--- config.mk ---
export PLATFORM = sky130hd
export DESIGN_NAME = tile_tag_cache_replacement
export DESIGN_NICKNAME = d
export VERILOG_FILES = /design/src/ttc_pkg.sv /design/src/ttc_ctrl.sv /design/src/ttc_dp.sv /design/src/tile_tag_cache_replacement.sv
export SDC_FILE = /design/constraint.sdc
export NUM_CORES = 1
export LEC_CHECK = 0
export ABC_AREA = 0
export BUFFER_PORTS_ARGS = -buffer_cell sky130_fd_sc_hd__buf_2
export CAP_MARGIN = 0
export CORE_ASPECT_RATIO = 1.2
export CORE_MARGIN = 3
export CORE_UTILIZATION = 65
export CTS_CLUSTER_DIAMETER = 100
export DETAILED_ROUTE_END_ITERATION = 16
export PLACE_DENSITY = 0.82
export SLEW_MARGIN = 20
export SYNTH_ARGS = -nofsm -noshare
export SYNTH_HDL_FRONTEND = slang
export SYNTH_HIERARCHICAL = 1
export SYNTH_SLANG_ARGS = --single-unit
--- constraint.sdc ---
create_clock -name clk -period 15.01 [get_ports clk]
set_clock_uncertainty 0.15 [all_clocks]
set_input_delay 4.503 -clock clk [delete_from_list [all_inputs] [get_ports clk]]
set_output_delay 4.503 -clock clk [all_outputs]
set_load 0.005 [all_outputs]
--- src/ttc_pkg.sv ---
// Shared types and constants for the tile tag cache.
// No dependencies; imported by every module of the block.
package ttc_pkg;

  localparam int COORD_W = 16;
  localparam int KEY_W   = 6;
  localparam int AGE_W   = 4;
  localparam int SLOT_W  = 4;

  localparam logic [AGE_W-1:0] AGE_MAX = '1;

  typedef enum logic [2:0] {
    ST_IDLE,
    ST_DIV,
    ST_SCAN,
    ST_COMMIT,
    ST_EMIT
  } ttc_state_t;

  // controller -> datapath
  typedef struct packed {
    logic start;     // capture request, clear scan
    logic div_step;  // register both tile keys
    logic scan_step; // examine one slot
    logic commit;    // apply miss update, latch evict flag
    logic load_out;  // move result into output register
  } ttc_cmd_t;

  // datapath -> controller
  typedef struct packed {
    logic div_last;
    logic scan_last;
  } ttc_status_t;

  function automatic logic [AGE_W-1:0] age_inc(input logic [AGE_W-1:0] a);
    age_inc = (a == AGE_MAX) ? a : a + AGE_W'(1);
  endfunction

endpackage

--- src/ttc_ctrl.sv ---
// Sequencing FSM for the tile tag cache: divide, scan, commit, emit.
// Depends on ttc_pkg.
module ttc_ctrl (
  input  logic                 clk,
  input  logic                 rst,
  input  logic                 in_valid,
  output logic                 in_stall,
  output logic                 out_valid,
  input  logic                 out_stall,
  input  ttc_pkg::ttc_status_t status,
  output ttc_pkg::ttc_cmd_t    cmd
);
  import ttc_pkg::*;

  ttc_state_t state, state_next;
  logic       out_free;

  assign out_free = !out_valid || !out_stall;

  always_ff @(posedge clk) begin
    if (rst) begin
      state <= ST_IDLE;
    end else begin
      state <= state_next;
    end
  end

  always_comb begin
    state_next = state;
    case (state)
      ST_IDLE:   if (in_valid) state_next = ST_DIV;
      ST_DIV:    if (status.div_last) state_next = ST_SCAN;
      ST_SCAN:   if (status.scan_last) state_next = ST_COMMIT;
      ST_COMMIT: state_next = ST_EMIT;
      ST_EMIT:   if (out_free) state_next = ST_IDLE;
      default:   state_next = ST_IDLE;
    endcase
  end

  always_comb begin
    cmd      = '0;
    in_stall = 1'b1;
    case (state)
      ST_IDLE: begin
        in_stall  = 1'b0;
        cmd.start = in_valid;
      end
      ST_DIV:    cmd.div_step  = 1'b1;
      ST_SCAN:   cmd.scan_step = 1'b1;
      ST_COMMIT: cmd.commit    = 1'b1;
      ST_EMIT:   cmd.load_out  = out_free;
      default:   cmd = '0;
    endcase
  end

  always_ff @(posedge clk) begin
    if (rst) begin
      out_valid <= 1'b0;
    end else if (cmd.load_out) begin
      out_valid <= 1'b1;
    end else if (!out_stall) begin
      out_valid <= 1'b0;
    end
  end

endmodule

--- src/ttc_dp.sv ---
// Datapath: reciprocal-multiply tile key, slot tag/age/valid store, scan and output register.
// Depends on ttc_pkg.
module ttc_dp #(
  parameter int WAYS        = 12,
  parameter int TILE_WIDTH  = 1250,
  parameter int TILE_HEIGHT = 1250
) (
  input  logic                          clk,
  input  logic                          rst,
  input  logic [ttc_pkg::COORD_W-1:0]   point_col,
  input  logic [ttc_pkg::COORD_W-1:0]   point_row,
  input  ttc_pkg::ttc_cmd_t             cmd,
  output ttc_pkg::ttc_status_t          status,
  output logic                          hit,
  output logic [ttc_pkg::SLOT_W-1:0]    slot,
  output logic [ttc_pkg::KEY_W-1:0]     tile_col,
  output logic [ttc_pkg::KEY_W-1:0]     tile_row,
  output logic                          evicted
);
  import ttc_pkg::*;

  localparam int IDX_W  = (WAYS > 1) ? $clog2(WAYS) : 1;
  localparam int PROD_W = 2 * COORD_W + 1;
  // floor(p / d) == (p * ceil(2^s / d)) >> s for any 16-bit p, s = 16 + clog2(d)
  localparam int SH_C = COORD_W + $clog2(TILE_WIDTH);
  localparam int SH_R = COORD_W + $clog2(TILE_HEIGHT);
  localparam logic [COORD_W:0] MUL_C =
    (COORD_W+1)'(((64'd1 << SH_C) + 64'(TILE_WIDTH) - 64'd1) / 64'(TILE_WIDTH));
  localparam logic [COORD_W:0] MUL_R =
    (COORD_W+1)'(((64'd1 << SH_R) + 64'(TILE_HEIGHT) - 64'd1) / 64'(TILE_HEIGHT));

  // captured point and the products that give its tile key
  logic [COORD_W-1:0] pt_col, pt_row;
  logic [PROD_W-1:0]  prod_c, prod_r;
  logic [KEY_W-1:0]   key_c, key_r;

  assign prod_c = PROD_W'(pt_col) * PROD_W'(MUL_C);
  assign prod_r = PROD_W'(pt_row) * PROD_W'(MUL_R);

  always_ff @(posedge clk) begin
    if (cmd.start) begin
      pt_col <= point_col;
      pt_row <= point_row;
    end
    if (cmd.div_step) begin
      key_c <= KEY_W'(prod_c >> SH_C);  // low six bits of the quotient
      key_r <= KEY_W'(prod_r >> SH_R);
    end
  end

  assign status.div_last = 1'b1;

  // slot store
  logic             slot_valid   [WAYS];
  logic [KEY_W-1:0] slot_tag_col [WAYS];
  logic [KEY_W-1:0] slot_tag_row [WAYS];
  logic [AGE_W-1:0] slot_age     [WAYS];

  // scan state
  logic [IDX_W-1:0] idx, hit_idx, best;
  logic [AGE_W-1:0] best_age, age_cand;
  logic             found, match, evict_flag;

  assign match    = slot_valid[idx] && slot_tag_col[idx] == key_c
                    && slot_tag_row[idx] == key_r;
  assign age_cand = age_inc(slot_age[idx]);
  assign status.scan_last = (idx == IDX_W'(WAYS-1));

  always_ff @(posedge clk) begin
    if (cmd.start) begin
      idx      <= '0;
      found    <= 1'b0;
      hit_idx  <= '0;
      best     <= '0;
      best_age <= '0;
    end else if (cmd.scan_step) begin
      idx <= idx + IDX_W'(1);
      if (!found && match) begin
        found   <= 1'b1;
        hit_idx <= idx;
      end
      if (age_cand > best_age) begin
        best_age <= age_cand;
        best     <= idx;
      end
    end
  end

  always_ff @(posedge clk) begin
    if (rst) begin
      for (int k = 0; k < WAYS; k++) begin
        slot_valid[k] <= 1'b0;
        slot_age[k]   <= '0;
      end
    end else if (cmd.commit && !found) begin
      for (int k = 0; k < WAYS; k++) begin
        if (IDX_W'(k) == best) begin
          slot_age[k]   <= '0;
          slot_valid[k] <= 1'b1;
        end else begin
          slot_age[k] <= age_inc(slot_age[k]);
        end
      end
    end
  end

  always_ff @(posedge clk) begin
    if (cmd.commit) begin
      evict_flag <= !found && slot_valid[best];
      if (!found) begin
        slot_tag_col[best] <= key_c;
        slot_tag_row[best] <= key_r;
      end
    end
  end

  // output register
  always_ff @(posedge clk) begin
    if (cmd.load_out) begin
      hit      <= found;
      slot     <= found ? SLOT_W'(hit_idx) : SLOT_W'(best);
      tile_col <= key_c;
      tile_row <= key_r;
      evicted  <= evict_flag;
    end
  end

endmodule

--- src/tile_tag_cache_replacement.sv ---
// Top level of the tile tag cache with first-in first-out replacement.
// Instantiates ttc_ctrl and ttc_dp; depends on ttc_pkg.
//
//   channel  | handshake            | payload
//   ---------+----------------------+-------------------------------------
//   in       | in_valid / in_stall  | point_col, point_row
//   out      | out_valid / out_stall| hit, slot, tile_col, tile_row, evicted
//
// After acceptance the block takes no new request until the current one is
// done: the tile key is formed by a reciprocal multiply, the WAYS slots are
// scanned one slot per cycle, then come commit, emit and the return to idle.
// The result is loaded into the output register in the emit step.
// Reset (rst, synchronous) clears all valid bits and ages.
// A result held under out_stall does not block the next request; the block
// waits in its emit step only if the previous result is still unclaimed.
module tile_tag_cache_replacement #(
  parameter int WAYS        = 12,
  parameter int TILE_WIDTH  = 1250,
  parameter int TILE_HEIGHT = 1250
) (
  input  logic                         clk,
  input  logic                         rst,
  input  logic                         in_valid,
  output logic                         in_stall,
  input  logic [ttc_pkg::COORD_W-1:0]  point_col,
  input  logic [ttc_pkg::COORD_W-1:0]  point_row,
  output logic                         out_valid,
  input  logic                         out_stall,
  output logic                         hit,
  output logic [ttc_pkg::SLOT_W-1:0]   slot,
  output logic [ttc_pkg::KEY_W-1:0]    tile_col,
  output logic [ttc_pkg::KEY_W-1:0]    tile_row,
  output logic                         evicted
);
  import ttc_pkg::*;

  ttc_cmd_t    cmd;
  ttc_status_t status;

  // sequencer: owns the handshakes and the output valid flag
  ttc_ctrl u_ctrl (
    .clk       (clk),
    .rst       (rst),
    .in_valid  (in_valid),
    .in_stall  (in_stall),
    .out_valid (out_valid),
    .out_stall (out_stall),
    .status    (status),
    .cmd       (cmd)
  );

  // key multipliers, slot store, scan and result register
  ttc_dp #(
    .WAYS        (WAYS),
    .TILE_WIDTH  (TILE_WIDTH),
    .TILE_HEIGHT (TILE_HEIGHT)
  ) u_dp (
    .clk       (clk),
    .rst       (rst),
    .point_col (point_col),
    .point_row (point_row),
    .cmd       (cmd),
    .status    (status),
    .hit       (hit),
    .slot      (slot),
    .tile_col  (tile_col),
    .tile_row  (tile_row),
    .evicted   (evicted)
  );

endmodule

==> results.cfg <==
[status]
outcome = finished clean

[finish]
area_growth_pct = 8.22
n_fill_cell = 2201
multi_input_area_um2 = 11700
layout-drive-gt1-share_pct = 10.8
final-seq-area_um2 = 8510
stdcell_count = 2219
nNetsFinal = 2281
diodes = 0

[placement]
dp_hpwl_um = 33200
port_buffers = 55
place_congestion = 0.926
place_inst = 2165

[sta]
maxSlewViolCount = 0
period_share_pct = 42.8
max_freq_mhz = 156
max-slew-margin-rel_pct = 30.9
worst_pin_slew_ns = 1.03
finalSetupViolations = 0
finalHoldViolCount = 0
finalCriticalPeriod_ns = 6.42
final.setup.tns_ns = 0
rsz0062_at_grt = false

[worst_setup_path]
crit_slowest_cell = fa_1
cpPeakStageDelay_ns = 0.57
r2r-end = u_dp/key_r[5]
cp-end-kind = register
critPathRequiredTime_ns = 15.17
cp-start-kind = register
r2r_slack_ns = 8.59
worstSetupPathType = reg -> reg
reg2reg_from = u_dp/pt_row[10]
worstRegToRegCells = 17
cpMostUsedCell = fa_1
worstPathArrival_ns = 6.59
path_cells = ha_1 > inv_1 > fa_1 > fa_1 > fa_1 > fa_1 > fa_1 > inv_1 > ha_1 > a2111oi_0 > o21a_1 > o31ai_1 > a221oi_1 > o21ai_0 > nor4_1 > nor3_1 > xnor2_1
worstPathMaxFanout = 5

[detailed_routing]
dr.pass1.iters = 6
drc = 0
drt_iter0_markers = 788
wl_met1_um = 16800
finalWirelength_um = 43400
wl_met2_um = 23000
drtAntennaViolNets = 0
dr_wl_met3_um = 2020
wire_per_inst_um = 19.6
viasPerCell = 5.74
num_vias = 12730
highest_layer = met4

[pwr]
p_clk_share_pct = 17.2
combPwrFrac_pct = 58.0
p_int_mw = 2.53
leakage_nw = 10.4
power.density_nw_per_um2 = 182
swShare_pct = 41.1
pwr-share-seq_pct = 24.8
ir_drop_uv = 264
switching_power_mw = 1.76

[clock_tree]
clockBufferDepth = 3
hold_buffers = 0
path_clk_slew_ns = 0.07
post-cts-setup-buffers = 0
clk-insertion-delay-late_ns = 0.57
cts.repair.resized = 0
cts_buffers = 30
htree_levels = 1
cts_num_sinks = 296
cts_tree = built
root_buffer = clkbuf_16

[synth]
synth_ff_type = edfxtp_1
synth.top_cell.area_share_pct = 35.6
ys_top_cells_by_count = inv_1 (367), ha_1 (284), edfxtp_1 (258)
yosysSeqAreaShare_pct = 39.1
synth_edf_count = 258
yosys_warnings = 6
ys_types = 62
syn_area_um2 = 21800
yosysMostFrequentCell = inv_1
yosys.area.top_type = edfxtp_1
syn_inst = 1676
synthArstFlopShare_pct = 0
ys_top_cells_by_area = edfxtp_1 (36%), fa_1 (19%), ha_1 (16%)
synth_area_per_cell_um2 = 13.0
syn-num-nets = 2204
ys_seq_elements = 296

[floorplanning]
dieWidth_um = 173
ios = 56
core_area_um2 = 32600
num_rows = 72
die_h_um = 206
die_area_um2 = 35700
initial_core_util_pct = 66.7

[run]
max_cap_viol_count = 0

[grt]
grt-ovfl-total = 0
grt_start_max_net_pins = 51
grt_pass1_wl_um = 71600
grt_pass1_vias = 14118
grtUsageTotal_pct = 25.5
grt_antenna_before_repair = 0

[hold_path]
hold_start = u_dp/evict_flag
worstHoldEndpoint = u_dp/evicted
hold_depth = 0
min_path_type = reg -> reg
-- power groups by stage --
stage	sequential (mW)	clock (mW)	combinational [mW]
CTS	1.07	0.752	2.53
finish	1.07	0.737	2.49
global route	1.07	0.781	2.95
floorplan	1.05	0	1.85
global placement	1.08	0	2.36
detailed placement	1.08	0	2.50
-- layout make-up --
cell class | instances | share of cell area (%)
Sequential cell | 296 | 36.2
Tap cell | 444 | 2.36
Inverter | 367 | 5.85
Clock inverter | 13 | 0.489
Clock buffer | 41 | 3.68
Timing Repair Buffer | 69 | 1.62
Multi-Input combinational cell | 989 | 49.9
-- stage by stage --
step                      total power, mW  hold slack [ns]  worst slack, ns  instance area [µm²]  utilization (%)
after floorplan                      2.90            0.250             8.10                21800                -
after global placement               3.43            0.290             8.60                22600             69.2
after detailed placement             3.58            0.291             8.56                22600             69.2
after CTS                            4.35            0.333             8.56                23500             72.2
after global routing                 4.80            0.338             8.01                23500             72.2
final                                4.29            0.328             8.59                23500             72.2
-- cells in the final DEF, fill, tap and decap left out, types with 3 or more instances in the layout --
| master | synthesis | routed |
|---|---|---|
| a2111oi_0 | 3 | 3 |
| a21o_1 | 9 | 9 |
| a21oi_1 | 27 | 26 |
| a31oi_1 | 4 | 4 |
| a41oi_1 | 9 | 9 |
| and2_1 | 9 | 9 |
| and3_1 | 3 | 3 |
| and4_1 | 4 | 4 |
| buf_2 | 3 | 55 |
| buf_4 | 6 | 14 |
| clkbuf_1 | 11 | 7 |
| clkbuf_16 | 0 | 33 |
| clkinv_1 | 0 | 4 |
| dfxtp_1 | 38 | 36 |
| edfxtp_1 | 258 | 258 |
| fa_1 | 208 | 208 |
| ha_1 | 284 | 284 |
| inv_1 | 367 | 367 |
| mux2_2 | 6 | 6 |
| mux2i_1 | 32 | 32 |
| mux4_2 | 52 | 52 |
| nand2_1 | 28 | 28 |
| nand2b_1 | 6 | 6 |
| nand3_1 | 20 | 20 |
| nand4_1 | 8 | 8 |
| nor2_1 | 117 | 112 |
| nor2_2 | 0 | 4 |
| nor2b_1 | 10 | 10 |
| nor3_1 | 6 | 6 |
| o211ai_1 | 4 | 4 |
| o21a_1 | 6 | 6 |
| o21ai_0 | 31 | 31 |
| o31ai_1 | 3 | 3 |
| or2_2 | 4 | 4 |
| xnor2_1 | 36 | 36 |
| xor2_1 | 26 | 26 |
-- registers in the layout (all words and copies together) (netlist names), 6 cells and up, named ones only --
| name | cells |
|---|---|
| u_dp/key_c | 6 |
| u_dp/key_r | 6 |
| u_dp/pt_col | 16 |
| u_dp/pt_row | 16 |
| u_dp/slot_age | 48 |
| u_dp/slot_tag_col | 72 |
| u_dp/slot_tag_row | 72 |
| u_dp/slot_valid | 12 |
| u_dp/tile_col | 6 |
| u_dp/tile_row | 6 |
-- metal layers --
| metal | vias to the layer above | global-route usage [%] |
|---|---|---|
| met1 | 6454 | 31.3 |
| li1 | 5838 | - |
| met2 | 339 | 46.8 |
| met3 | 99 | 2.77 |
| met5 | - | 0 |
| met4 | 0 | 9.59 |
-- worst max-delay path by stage --
| stage | startpoint | endpoint | slack (ns) |
|---|---|---|---|
| after global placement | rst | u_dp/slot_age[11][0] | 8.60 |
| after floorplan | in_valid | register | 8.10 |
| after detailed placement | u_dp/pt_row[10] | u_dp/key_r[5] | 8.56 |
| after global routing | u_dp/pt_row[10] | u_dp/key_r[5] | 8.01 |
| final | u_dp/pt_row[10] | u_dp/key_r[5] | 8.59 |
| after CTS | u_dp/pt_row[10] | u_dp/key_r[5] | 8.56 |
-- logic make-up (layout without fill, tap and decap cells) --
family	Yosys count	in the layout	share of synthesized area (%)
buffers and inverters	391	490	7.06
multiplexers	92	92	7.41
flip-flops	296	296	39.1
AND/OR/NAND/NOR	228	228	4.99
adder cells (fa/ha/maj)	492	492	35.5
XOR/XNOR	62	62	2.50
AO/OA/AOI/OAI	114	114	3.46
other	1	1	0.0172
-- worst max-delay path: cells and delay by family (launching register included) --
family,cells,cell delay (ns)
XOR/XNOR,1,0.13
adder cells (fa/ha/maj),7,3.30
buffers and inverters,2,0.15
AND/OR/NAND/NOR,2,0.40
flip-flops,1,0.55
AO/OA/AOI/OAI,5,1.48
(Power assumes the default switching activity.)
